$ cat src/sv/fsuit_pkg.sv
`default_nettype none

package fsuit_pkg;

   localparam int KEY_WORDS = 6;
   localparam int LANE_W    = 32;

   localparam logic CMD_LOOKUP = 1'b0;
   localparam logic CMD_CLEAR  = 1'b1;

   typedef logic [11:0] index_type;
   typedef logic [12:0] count_type;

   typedef struct packed {
      logic        command;
      logic [63:0] key_word_0;
      logic [63:0] key_word_1;
      logic [63:0] key_word_2;
      logic [63:0] key_word_3;
      logic [63:0] key_word_4;
      logic [63:0] key_word_5;
   } req_type;

   typedef struct packed {
      index_type unique_index;
      logic      was_new;
      logic      table_full;
      count_type distinct_count;
   } rsp_type;

endpackage

`default_nettype wire

$ cat src/sv/fsuit_front.sv
`default_nettype none

module fsuit_front #(
   parameter int CAPACITY         = 4096,
   parameter int VECTORS_PER_KEY  = 3,
   parameter int LANES_PER_VECTOR = 4
) (
   input  wire logic                clock,
   input  wire logic                reset,
   input  wire logic                in_valid,
   input  wire fsuit_pkg::req_type  in_item,
   output logic                     in_ready,
   output logic                     out_push,
   output logic [$clog2(CAPACITY) + VECTORS_PER_KEY * LANES_PER_VECTOR
                 * fsuit_pkg::LANE_W:0] out_item,
   input  wire logic                out_full
);

   localparam int IDX_W    = $clog2(CAPACITY);
   localparam int KEY_BITS = VECTORS_PER_KEY * LANES_PER_VECTOR * fsuit_pkg::LANE_W;
   localparam int MID_W    = 1 + IDX_W + KEY_BITS;
   localparam int NCHUNK   = (KEY_BITS + IDX_W - 1) / IDX_W;

   logic [63:0]              key_word [fsuit_pkg::KEY_WORDS];
   logic [KEY_BITS-1:0]      key_packed;
   logic [NCHUNK*IDX_W-1:0]  key_ext;
   logic [IDX_W-1:0]         fold;
   logic [IDX_W:0]           fold_ext;
   logic [IDX_W-1:0]         hash;
   logic                     stage_valid_ff;
   logic [MID_W-1:0]         stage_item_ff;
   logic                     take;

   assign key_word[0] = in_item.key_word_0;
   assign key_word[1] = in_item.key_word_1;
   assign key_word[2] = in_item.key_word_2;
   assign key_word[3] = in_item.key_word_3;
   assign key_word[4] = in_item.key_word_4;
   assign key_word[5] = in_item.key_word_5;

   // used lanes only, packed densely; word 2v+h holds lanes 2h and 2h+1 of vector v
   for (genvar v = 0; v < VECTORS_PER_KEY; v++) begin : g_vec
      for (genvar l = 0; l < LANES_PER_VECTOR; l++) begin : g_lane
         assign key_packed[(v * LANES_PER_VECTOR + l) * fsuit_pkg::LANE_W +: fsuit_pkg::LANE_W] =
            key_word[2 * v + l / 2][(l % 2) * fsuit_pkg::LANE_W +: fsuit_pkg::LANE_W];
      end
   end

   // xor fold down to a slot number, then one subtract to land below the capacity
   always_comb begin
      key_ext = (NCHUNK * IDX_W)'(key_packed);
      fold    = '0;
      for (int c = 0; c < NCHUNK; c++) begin
         fold = fold ^ key_ext[c * IDX_W +: IDX_W];
      end
      fold_ext = {1'b0, fold};
      if (fold_ext >= (IDX_W + 1)'(CAPACITY)) begin
         hash = IDX_W'(fold_ext - (IDX_W + 1)'(CAPACITY));
      end else begin
         hash = fold;
      end
   end

   assign in_ready = !stage_valid_ff || !out_full;
   assign take     = in_valid && in_ready;
   assign out_push = stage_valid_ff;
   assign out_item = stage_item_ff;

   always_ff @(posedge clock) begin
      if (reset) begin
         stage_valid_ff <= 1'b0;
      end else if (take) begin
         stage_valid_ff <= 1'b1;
      end else if (!out_full) begin
         stage_valid_ff <= 1'b0;
      end
   end

   always_ff @(posedge clock) begin
      if (take) begin
         stage_item_ff <= {in_item.command, hash, key_packed};
      end
   end

endmodule

`default_nettype wire

$ cat config.mk
export PLATFORM = sky130hd
export DESIGN_NAME = fsuit_front
export DESIGN_NICKNAME = d
export VERILOG_FILES = /design/src/sv/fsuit_pkg.sv /design/src/sv/fsuit_front.sv
export SDC_FILE = /design/constraint.sdc
export NUM_CORES = 1
export LEC_CHECK = 0
export BUFFER_PORTS_ARGS = -buffer_cell sky130_fd_sc_hd__buf_2
export CORE_AREA = 2 2 304 306
export DETAILED_ROUTE_END_ITERATION = 6
export DIE_AREA = 0 0 306 308
export GPL_ROUTABILITY_DRIVEN = 0
export GPL_TIMING_DRIVEN = 0
export PLACE_DENSITY_LB_ADDON = 0.08
export SYNTH_ARGS = -nofsm -noshare
export SYNTH_HDL_FRONTEND = slang
export SYNTH_SLANG_ARGS = --single-unit
$ cat constraint.sdc
create_clock -name clock -period 16.01 [get_ports clock]
set_clock_uncertainty 0.2 [all_clocks]
set_input_delay 0.8005 -clock clock [delete_from_list [all_inputs] [get_ports clock]]
set_output_delay 0.8005 -clock clock [all_outputs]
set_load 0.03 [all_outputs]
==> flow_summary.toml <==
[sta]
finalSetupViolations = 0
slew_headroom_pct = 50.74
whs_ps = 133.3
hold_viol_final = 0
fmax_ghz = 0.3594
fin_ws_ps = 13230
tightest_slew_ps = 738.9
period_share_pct = 17.38
fin_crit_ps = 2783
drv_slew = 0
grt_setup_unrepaired = "false"

[route]
via_per_inst = 3.385
vias = 9633
dr.pass1.iters = 6
wl_met2_mm = 30.01
postRouteAntennaNets = 0
wirelength_mm = 54.21
drtIter0Drc = 379
top_layer_used = "met5"
wl_met3_mm = 6.126
wire_per_inst_um = 19.05
drc = 0
met1_length_mm = 16.55

[clocking]
htree_levels = 2
cts_hold_buf = 0
numClockSinks = 398
cts.clk_slew.worst_paths_ps = 60
clk_latency_ps = 610
cts-resized-gates = 0
cts-root-buf = "clkbuf_16"
post-cts-setup-buffer-count = 0
cts_buffers = 51
tritoncts = "built"
clk_path_buf_depth = 3

[yosys]
synth_top_area_share_pct = 78.34
synthDistinctLibCells = 8
synthesis.area_um2 = 15220
synth-adder-area-share_pct = 0
yosysWarnings = 0
synth_top_family_by_area = "XOR/XNOR gates"
ys_seq_area_share_pct = 78.47
synth_compound_area_share_pct = 0.03289
yosysTopAreaCell = "edfxtp_1"
synth_nets = 1163
synth_xor_area_share_pct = 21.41
syn_avg_cell_area_um2 = 19.66
ys_seq_elements = 398
synthTopCellsByArea = "edfxtp_1 78%, xnor2_1 19%, xor2_1 2.1%"
synthCells = 774
synthMuxAreaShare_pct = 0
yosys.area_share.simple_pct = 0.09044

[floorplanning]
die_w_um = 306
core_area_um2 = 90970
initial_core_util_pct = 16.73
ios = 788
num_rows = 111
die_h_um = 308
dieArea_um2 = 94250

[worst_setup_path]
crit_family = "buffers and inverters"
required_ps = 16070
worst-r2r-cell-count = 5
reg2reg_slack_ps = 13230
path_common_cell = "buf_16"
path_cells = "nand2_1 -> and2_4 -> buf_16 -> buf_16 -> buf_16"
reg2reg_to = "out_item[3]"
critPathArrivalTime_ps = 2840
reg2reg_from = "out_push"
crit_type = "flip-flop to flip-flop"
worst-path-buf-inv = 3
critPathMaxStageDelay_ps = 610
critPathCaptureType = "flip-flop"
startpoint = "out_push"
critPathMaxFanout = 67
start_kind = "flip-flop"
slowest_stage = "and2_4"

[worst_hold_path]
hold_path_class = "input pin to flip-flop"
holdPathStages = 2
hp-start = "reset"
min_to = "out_push"

[job]
maxCapViolCount = 0

[final_layout]
instances_no_fill = 2846
syn_to_final_growth_pct = 46.91
drive_gt1_share_pct = 51.60
n_fill_cell = 9676
fin_area_um2 = 22360
final-seq-area_um2 = 11940
final_nets = 2009
multiInputGateArea_um2 = 3279

[grt]
track_usage_pct = 11.08
grt_start_max_net_pins = 68
grt_pass1_vias = 10580
grt_pass1_wl_mm = 74.22
antenna_found_initial = 19
overflow = 0

[placement]
numPlacedInstances = 2753
dpl.hpwl_mm = 43.94
dpl_cell_area_um2 = 20810
io_buffers = 787
post-place-ws_ps = 12630

[power_and_ir_drop]
p_leak_nw = 8.620
peakVddDrop_v = 0.00007168
power.density_nw_per_um2 = 132.7

[outcome]
status = "complete, no violations"
power breakdown:
group | switching (mW) | total (mW) | internal (mW)
clock network | 0.447 | 1.09 | 0.640
logic | 0.376 | 0.613 | 0.237
registers | 0.0160 | 1.27 | 1.25
logic make-up (layout without fill, tap and decap cells):
logic type      Yosys count  after routing
xor+xnor                372            372
simple gates              3              3
buf+inv                   0            881
other cells               0              5
compound gates            1              1
flops                   398            398
how the worst max path moves through the flow:
stage / slack [ps] / depth (start not counted) / end
after global placement: -50 / 3 / out_item[23]
after CTS: 13230 / 5 / out_item[11]
after floorplan: 4930 / 2 / out_item[0]
final: 13230 / 5 / out_item[3]
after detailed placement: 12630 / 6 / out_item[11]
after global routing: 13020 / 5 / out_item[3]
cell usage in the layout (no fill, tap or decap), drive strengths merged, types with 3 or more instances in the layout:
cell	Yosys	final
buf	0	793
edfxtp	397	397
xnor2	336	336
clkbuf	0	70
xor2	36	36
clkinv	0	14
diode	0	5
bufinv	0	3
cell type report:
type	instances	share of cell area, %
clock buffers	70	6.122
flip-flops and latches	398	53.41
multi-input cells	376	14.67
diodes	5	0.05596
clock inverters	18	0.7499
well taps	1186	6.637
repair buffers	793	18.36
metal layers:
metal	up-vias	GRT usage (%)
met3	94	5.992
met4	22	3.334
met2	468	21.37
met1	4557	9.700
met5	-	0
li1	4492	-
synthesized netlist by cell type (all sizes together):
cell	count
edfxtp	397
xnor2	336
a21oi	1
nand2	1
and2	1
xor2	36
nor2	1
dfxtp	1
per-stage QoR:
| step | setup TNS (ps) | util, % | total power, mW |
|---|---|---|---|
| 2_1_floorplan | 0 | - | 1.718 |
| 3_3_place_gp | -4500 | 22.69 | 1.949 |
| 3_5_place_dp | 0 | 22.87 | 1.920 |
| 4_1_cts | 0 | 24.56 | 3.045 |
| 5_1_grt | 0 | 24.57 | 3.116 |
| 6_report | 0 | 24.58 | 2.966 |
state kept, by name, indices dropped and copies added, names as in the netlist:
register	count
out_item	397
out_push	1
Power figures use the tool's default switching activity.
