--- src/sv/fsuit_fifo.sv ---
`default_nettype none

module fsuit_fifo #(
   parameter int WIDTH = 8,
   parameter int DEPTH = 2
) (
   input  wire logic             clock,
   input  wire logic             reset,
   input  wire logic             push,
   input  wire logic [WIDTH-1:0] din,
   output logic                  full,
   input  wire logic             pop,
   output logic      [WIDTH-1:0] dout,
   output logic                  empty
);

   localparam int PTR_W = (DEPTH > 1) ? $clog2(DEPTH) : 1;
   localparam int CNT_W = $clog2(DEPTH + 1);

   logic [WIDTH-1:0] mem_ff [DEPTH];
   logic [PTR_W-1:0] wr_ptr_ff, wr_ptr_in;
   logic [PTR_W-1:0] rd_ptr_ff, rd_ptr_in;
   logic [CNT_W-1:0] count_ff, count_in;
   logic             do_push, do_pop;

   assign full    = (count_ff == CNT_W'(DEPTH));
   assign empty   = (count_ff == '0);
   assign do_push = push && !full;
   assign do_pop  = pop && !empty;
   assign dout    = mem_ff[rd_ptr_ff];

   always_comb begin
      wr_ptr_in = wr_ptr_ff;
      rd_ptr_in = rd_ptr_ff;
      count_in  = count_ff;
      if (do_push) begin
         wr_ptr_in = (wr_ptr_ff == PTR_W'(DEPTH - 1)) ? '0 : wr_ptr_ff + PTR_W'(1);
      end
      if (do_pop) begin
         rd_ptr_in = (rd_ptr_ff == PTR_W'(DEPTH - 1)) ? '0 : rd_ptr_ff + PTR_W'(1);
      end
      if (do_push && !do_pop) begin
         count_in = count_ff + CNT_W'(1);
      end else if (do_pop && !do_push) begin
         count_in = count_ff - CNT_W'(1);
      end
   end

   always_ff @(posedge clock) begin
      if (reset) begin
         wr_ptr_ff <= '0;
         rd_ptr_ff <= '0;
         count_ff  <= '0;
      end else begin
         wr_ptr_ff <= wr_ptr_in;
         rd_ptr_ff <= rd_ptr_in;
         count_ff  <= count_in;
      end
   end

   always_ff @(posedge clock) begin
      if (do_push) begin
         mem_ff[wr_ptr_ff] <= din;
      end
   end

endmodule

`default_nettype wire

--- config.mk ---
export PLATFORM = sky130hd
export DESIGN_NAME = fsuit_fifo
export DESIGN_NICKNAME = d
export VERILOG_FILES = /design/src/sv/fsuit_fifo.sv
export SDC_FILE = /design/constraint.sdc
export NUM_CORES = 1
export LEC_CHECK = 0
export ABC_AREA = 1
export BUFFER_PORTS_ARGS = -buffer_cell sky130_fd_sc_hd__buf_2
export CAP_MARGIN = 15
export CORE_MARGIN = 2
export CORE_UTILIZATION = 49
export CTS_CLUSTER_SIZE = 28
export DETAILED_ROUTE_END_ITERATION = 7
export PLACE_DENSITY_LB_ADDON = 0.15
export SYNTH_ARGS = -nofsm -noshare
export SYNTH_HDL_FRONTEND = slang
export SYNTH_SLANG_ARGS = --single-unit
--- constraint.sdc ---
create_clock -name clock -period 1.7 [get_ports clock]
set_clock_uncertainty 0.05 [all_clocks]
set_input_delay 0 -clock clock [delete_from_list [all_inputs] [get_ports clock]]
set_output_delay 0 -clock clock [all_outputs]
set_load 0.1 [all_outputs]
==> results of run 1 <==
Yosys cell counts:
library cell	instances
nand4_1	1
a21oi_1	1
ha_1	1
and2_4	1
mux2_2	8
edfxtp_1	16
inv_2	2
o21ai_2	2
o21ai_0	2
inv_1	7
dfxtp_1	5
nand3_1	1
nor2_1	9
nand2_1	4
buf_2	1
o21ai_1	1
sequential cells by signal, indices dropped and copies added (netlist names), named ones only:
signal,cells
count_ff,2
mem_ff,16
rd_ptr_ff,1
wr_ptr_ff,1
metal layers:
metal  vias up  track usage, %
li1        284               -
met1       240            15.3
met2        15            28.3
met3         4            3.60
met4         0            12.4
met5         -               0
cell families (layout without fill, tap and decap cells):
logic type / after synthesis / count (layout)
flip-flops: 21 / 21
AND/OR/NAND/NOR: 16 / 16
multiplexers: 8 / 8
AO/OA/AOI/OAI: 6 / 6
buffers and inverters: 10 / 46
adder cells (fa/ha/maj): 1 / 1
critical path, stage by stage, from the launching register on:
cell and delay [ns]:
dfxtp_1 0.55, mux2_2 0.38, buf_2 0.29
power breakdown:
part	internal (mW)	switching, mW
combinational	0.231	0.779
clock	0.0914	0.139
sequential	0.654	0.0775
total	0.977	0.995
final cells by class:
class	count	area share, %
flip-flops and latches	21	53.1
repair buffers	33	19.9
multi-input cells	31	19.6
inverters	9	3.09
clock buffers	4	2.41
well taps	16	1.83
stage by stage:
stage	utilization (%)	hold slack (ns)	instance area [sq um]	total power, mW	setup slack, ns
final	70.9	0.0140	1090	1.97	0.128
after global routing	70.9	0.0494	1090	2.07	0.0476
after CTS	70.9	0.00619	1090	1.99	0.0974
after floorplan	-	0.0489	833	1.59	0.292
after global placement	63.3	0.138	976	1.73	0.236
after detailed placement	63.3	0.143	976	1.75	0.180
repair_timing:
item,4_1_cts,5_1_grt
hold endpoints to repair,21,0
setup buffers,0,0
hold buffers,9,0
worst paths after layout:
path	start	end	slack, ns	depth (start not counted)
min	pop	register	0.01	4
max reg2reg	count_ff[1]$_SDFFE_PP0P_	count_ff[1]$_SDFFE_PP0P_	0.17	9
min reg2reg	wr_ptr_ff$_SDFFE_PP0N_	wr_ptr_ff$_SDFFE_PP0N_	0.48	2
max	register	dout[7]	0.13	2
==> key figures, run 1 <==
Cells and area
  – Storage cell area: 581 sq um
  – Multi-input logic area: 214 sq um
  – Net total in the final layout: 112
  – Layout area overhead: 31.9%
  – Most common cell after layout, fill and taps aside: buf_2
  – Ant diodes: 0
  – Most frequent cells in the layout: buf_2, edfxtp_1, dlygate4sd3_1, mux2_2
  – Finished Layout Cells: 114
  – Fillers: 125
  – Share of cells above drive strength 1: 42.9%

Place
  – Placer Congestion: 0.676
  – Cell count after placement: 101
  – Buffers on Ports: 21
  – Detailed placer's ending HPWL: 922 um

Drt
  – Met1 Wirelength: 571 um
  – DR WL met3: 69 um
  – WL per Instance: 11.4 um
  – Router iterations before antenna repair: 5
  – Post-Route WL: 1290 um
  – DRC viols: 0
  – Vias/cell: 4.76
  – Total vias in the final route: 543
  – Metal2 WL: 624 um
  – Antenna Violating Nets Remaining: 0
  – DR top layer: met4
  – Initial DRC Count: 7

Critical path
  – Worst EP arrival: 1.52 ns
  – Type of destination of the critical path: primary output
  – Required @ worst endpoint: 1.65 ns
  – Setup CP Type: register to primary output
  – Max Fanout on Critical Path: 8
  – Crit start category: register

Clock network
  – Clock transition at the registers of the reported paths: 0.11 ns
  – Cts repair resizes: 0
  – H-tree level count: 1
  – TritonCTS clock tree: done
  – Longest Clk Path Bufs: 2
  – Cts bufs inserted: 3
  – Clock Latency Late Sink: 0.30 ns
  – Root buffer cell: clkbuf_4
  – Sinks on the clock net: 21

STA
  – Final Max Tran Viols: 0
  – Minimum clock period: 1.57 ns
  – Part of the cycle the worst path needs: 92.5%
  – Worst-Margin Slew: 0.485 ns
  – Fin. Hold Viols: 0
  – Relative slew slack: 67.9%
  – Fmax: 0.636 GHz
  – RSZ-0062 raised after global routing: false
  – Setup TNS: 0 ns
  – Final setup viols: 0

Logic synthesis
  – Syn Std Cell Area: 828 sq um
  – Avg Inst Size Synth: 13.4 sq um
  – Mux contribution to synthesized area: 10.9%
  – Synth top area share: 58.0%
  – Most area-hungry cell type in the Yosys netlist: edfxtp_1
  – Compound-Gate Fraction of Synth Area: 4.53%
  – Main area contributors after synthesis: edfxtp_1, dfxtp_1, mux2_2
  – Post-synthesis cell type count: 16
  – Flops & latches, synth: 21
  – Post-Syn Nets: 75
  – Yosys Warn Count: 0
  – Synth Area in Adders: 1.51%
  – Post-Synth Simple-Gate Area: 8.31%
  – Register area share after synthesis: 70.1%
  – Xor and xnor area share after synthesis: 0%
  – Cells after Synth: 62
  – Combinational family with the most area after synthesis: multiplexers

Run status
  – Status: finished, final reports clean

Global routing
  – Total GRT Usage: 15.8%
  – Vias in the first global route: 569
  – GRT Residual Overflow: 0
  – Initial antenna violation count: 0
  – Largest net degree at the start of global routing: 12
  – Global-route wire length before repair: 2150 um

Die
  – Core Footprint: 0.00154 sq mm
  – Initial core utilization: 53.7%
  – Die Area: 0.00204 sq mm
  – Top-Level Pins: 22
  – Die X-Extent: 45.1 um
  – FP Rows: 14
  – Die height: 45.1 um

Hold path
  – Hold crit path type: input port to register

Power and ir drop
  – Maximum VDD drop: 0.00112 V
  – Cell Pwr Density: 1810 mW/mm^2
  – Lkg Pwr: 0.459 nW

Job
  – Max-cap violations: 0
Power figures use the tool's default switching activity.
==> run 2: changes to the inputs <==
--- a/config.mk
+++ b/config.mk
@@ -5,11 +5,10 @@
 export SDC_FILE = /design/constraint.sdc
 export NUM_CORES = 1
 export LEC_CHECK = 0
-export ABC_AREA = 1
 export BUFFER_PORTS_ARGS = -buffer_cell sky130_fd_sc_hd__buf_2
 export CAP_MARGIN = 15
 export CORE_MARGIN = 2
-export CORE_UTILIZATION = 49
+export CORE_UTILIZATION = 52
 export CTS_CLUSTER_SIZE = 28
 export DETAILED_ROUTE_END_ITERATION = 7
 export PLACE_DENSITY_LB_ADDON = 0.15
==> constraint.sdc (replaced) <==
create_clock -name clock -period 1.9 [get_ports clock]
set_clock_uncertainty 0.05 [all_clocks]
set_input_delay 0 -clock clock [delete_from_list [all_inputs] [get_ports clock]]
set_output_delay 0 -clock clock [all_outputs]
set_load 0.1 [all_outputs]
==> run 2 against run 1 <==
Worst setup slack improved by 0.19 ns. Die area decreased by 8.9%. Critical path depth increased by 2. Clock-buffer cell count unchanged. Register-to-register slack improved by 0.15 ns. Sequential share of layout area increased by 3.1 points. Sequential cell count unchanged. Critical path type is now register to register.
==> key figures, run 2 <==
Run status
  – Status: finished, final reports clean

Die
  – Die height: 43.1 um (-4.6%)
  – Initial core utilization: 53.9% (+0.18 points)
  – FP Rows: 14 (unchanged)
  – Die Area: 0.00185 sq mm (-8.9%)
  – Top-Level Pins: 22 (unchanged)
  – Die X-Extent: 43.1 um (-4.6%)
  – Core Footprint: 0.00147 sq mm (-4.5%)

Logic synthesis
  – Ys flop type: edfxtp_1
  – Post-Syn Nets: 63 (-16%)
  – Register area share after synthesis: 73.2% (+3.1 points)
  – Xor and xnor area share after synthesis: 3.31% (+3.3 points)
  – Cells after Synth: 50 (-19%)
  – Syn Std Cell Area: 793 sq um (-4.2%)
  – Compound-Gate Fraction of Synth Area: 3.15% (-1.4 points)
  – Combinational family with the most area after synthesis: multiplexers
  – Mux contribution to synthesized area: 11.4% (+0.48 points)
  – Flops & latches, synth: 21 (unchanged)
  – EDFF count, synth: 16 (unchanged)
  – Post-Synth Simple-Gate Area: 5.84% (-2.5 points)
  – Top-count cell post-synth: edfxtp_1
  – Main area contributors after synthesis: edfxtp_1, dfxtp_1, mux2_2
  – Most frequent cells after synthesis: edfxtp_1, mux2_2, dfxtp_1, nor2_1
  – Synth Area in Adders: 1.58% (+0.067 points)
  – Most area-hungry cell type in the Yosys netlist: edfxtp_1
  – Avg Inst Size Synth: 15.9 sq um (+19%)
  – Ys async rst share: 0% (unchanged)
  – Post-synthesis cell type count: 13 (-3)
  – Yosys Warn Count: 0 (unchanged)
  – Synth top area share: 60.6% (+2.6 points)

Clock network
  – TritonCTS clock tree: done
  – Cts bufs inserted: 3 (unchanged)
  – Clock Latency Late Sink: 0.28 ns (-0.02 ns)
  – Post-CTS setup buffer count: 0 (unchanged)
  – H-tree level count: 1 (unchanged)
  – CTS Hold Buffers Added: 9 (unchanged)
  – Longest Clk Path Bufs: 2 (unchanged)
  – Sinks on the clock net: 21 (unchanged)
  – Clock transition at the registers of the reported paths: 0.10 ns (about the same)
  – Cts repair resizes: 0 (unchanged)
  – Root buffer cell: clkbuf_4

Critical path
  – Max Fanout on Critical Path: 5 (-3)
  – Crit-path cells: o21ai_0 > ha_1 > or3_1 > a21oi_1
  – Setup CP Type: register to register
  – Required @ worst endpoint: 2.07 ns (+0.42 ns)
  – Type of destination of the critical path: register
  – Crit start category: register
  – Worst EP arrival: 1.75 ns (+0.23 ns)
  – CP max stage delay: 0.37 ns (-0.18 ns)
  – Slowest cell on the critical path: dfxtp_2

Global routing
  – M3 GR Usage: 3.83% (+0.23 points)
  – Most Crowded Layer GR: met2
  – GRT Residual Overflow: 0 (unchanged)
  – Vias in the first global route: 466 (-18%)
  – Largest net degree at the start of global routing: 12 (unchanged)
  – Global-route wire length before repair: 1930 um (-10%)
  – Met2 Use GR: 26.4% (-1.9 points)
  – Total GRT Usage: 14.6% (-1.2 points)
  – Initial antenna violation count: 0 (unchanged)
  – GR Util met1: 17.3% (+2.0 points)

Drt
  – Vias/cell: 4.98 (+4.5%)
  – WL per Instance: 12.5 um (+10%)
  – Router iterations before antenna repair: 4 (-1)
  – Antenna Violating Nets Remaining: 0 (unchanged)
  – Initial DRC Count: 2 (-5)
  – DRC viols: 0 (unchanged)
  – Total vias in the final route: 493 (-9.2%)
  – Post-Route WL: 1240 um (-4.1%)

STA
  – Fmax: 0.632 GHz
  – Worst-Margin Slew: 0.487 ns (+0.00186 ns)
  – Final Hold Slack: 0.0403 ns (+0.0263 ns)
  – Fin. Hold Viols: 0 (unchanged)
  – Part of the cycle the worst path needs: 83.3%
  – Final Max Tran Viols: 0 (unchanged)
  – Relative slew slack: 67.8% (-0.12 points)
  – Minimum clock period: 1.58 ns
  – Final setup viols: 0 (unchanged)
  – RSZ-0062 raised after global routing: false

Job
  – Max-cap violations: 0 (unchanged)

Cells and area
  – Layout area overhead: 30.8%
  – Share of cells above drive strength 1: 42.2% (-0.69 points)
  – Ant diodes: 0 (unchanged)
  – Net total in the final layout: 97 (-13%)
  – Biggest regs: mem_ff: 16 flops, count_ff: 2 flops
  – Max reg flops: 16 (unchanged)
  – Most frequent cells in the layout: buf_2, edfxtp_1, dlygate4sd3_1, mux2_2, nor2_1
  – Reg with most FFs: mem_ff
  – Finished Layout Cells: 99 (-13%)
  – Most common cell after layout, fill and taps aside: buf_2

Place
  – Placer Congestion: 0.710 (+5.1%)
  – Cell count after placement: 86 (-15%)
  – Buffers on Ports: 21 (unchanged)
  – Detailed placer's ending HPWL: 803 um (-13%)

Hold path
  – Hold crit path type: input port to register
## run 2: path summary, 6_finish.rpt
| path | slack (ns) | endpoint | depth (start not counted) | startpoint |
|---|---|---|---|---|
| max reg2reg | 0.32 | count_ff[1]$_SDFFE_PP0P_ | 4 | count_ff[0]$_SDFFE_PP0P_ |
| min | 0.04 | wr_ptr_ff$_SDFFE_PP0N_ | 4 | push |
| max | 0.32 | count_ff[1]$_SDFFE_PP0P_ | 4 | count_ff[0]$_SDFFE_PP0P_ |
| min reg2reg | 0.45 | wr_ptr_ff$_SDFFE_PP0N_ | 2 | wr_ptr_ff$_SDFFE_PP0N_ |
## run 2: final cells by class
class / count / area (sq um)
clock buffer: 4 / 26.3
fill: 121 / 434
inverter: 2 / 7.51
multi-input combinational: 26 / 205
sequential: 21 / 583
tap: 16 / 20.0
timing repair buffer: 30 / 195
## run 2: cell families (layout without fill, tap and decap cells)
| logic type | after synthesis | in the layout |
|---|---|---|
| muxes | 8 | 8 |
| and+or+nand+nor | 9 | 9 |
| xor gates and xnor gates | 3 | 3 |
| AOI/OAI and AO/OA | 5 | 5 |
| DFF | 21 | 21 |
| adders and majority gates | 1 | 1 |
| buffers and inverters | 3 | 36 |
## run 2: per-stage QoR
step / setup TNS [ns] / utilization, % / setup WS [ns] / area [sq um]
after floorplan: -0.0205 / - / -0.0205 / 801
after global placement: 0 / 62.6 / 0.398 / 921
after detailed placement: 0 / 62.6 / 0.324 / 921
after CTS: 0 / 70.5 / 0.312 / 1040
after global routing: 0 / 70.5 / 0.212 / 1040
final: 0 / 70.5 / 0.317 / 1040
## run 2: metal layers
| metal | wire (um) | vias to the layer above |
|---|---|---|
| li1 | - | 247 |
| met1 | 549 | 231 |
| met2 | 643 | 13 |
| met3 | 29 | 2 |
| met4 | 19 | 0 |
| met5 | 0 | - |
## run 2: worst max-delay path, delay by kind of cell (launching register included)
kind                       cells  cell delay, ns
AOI/OAI and AO/OA              2            0.41
adders and majority gates      1            0.32
DFF                            1            0.37
and+or+nand+nor                1            0.36
Power of run 2 is not shown: default switching activity piles up to over one toggle a cycle in this logic, so the estimate is an artifact.
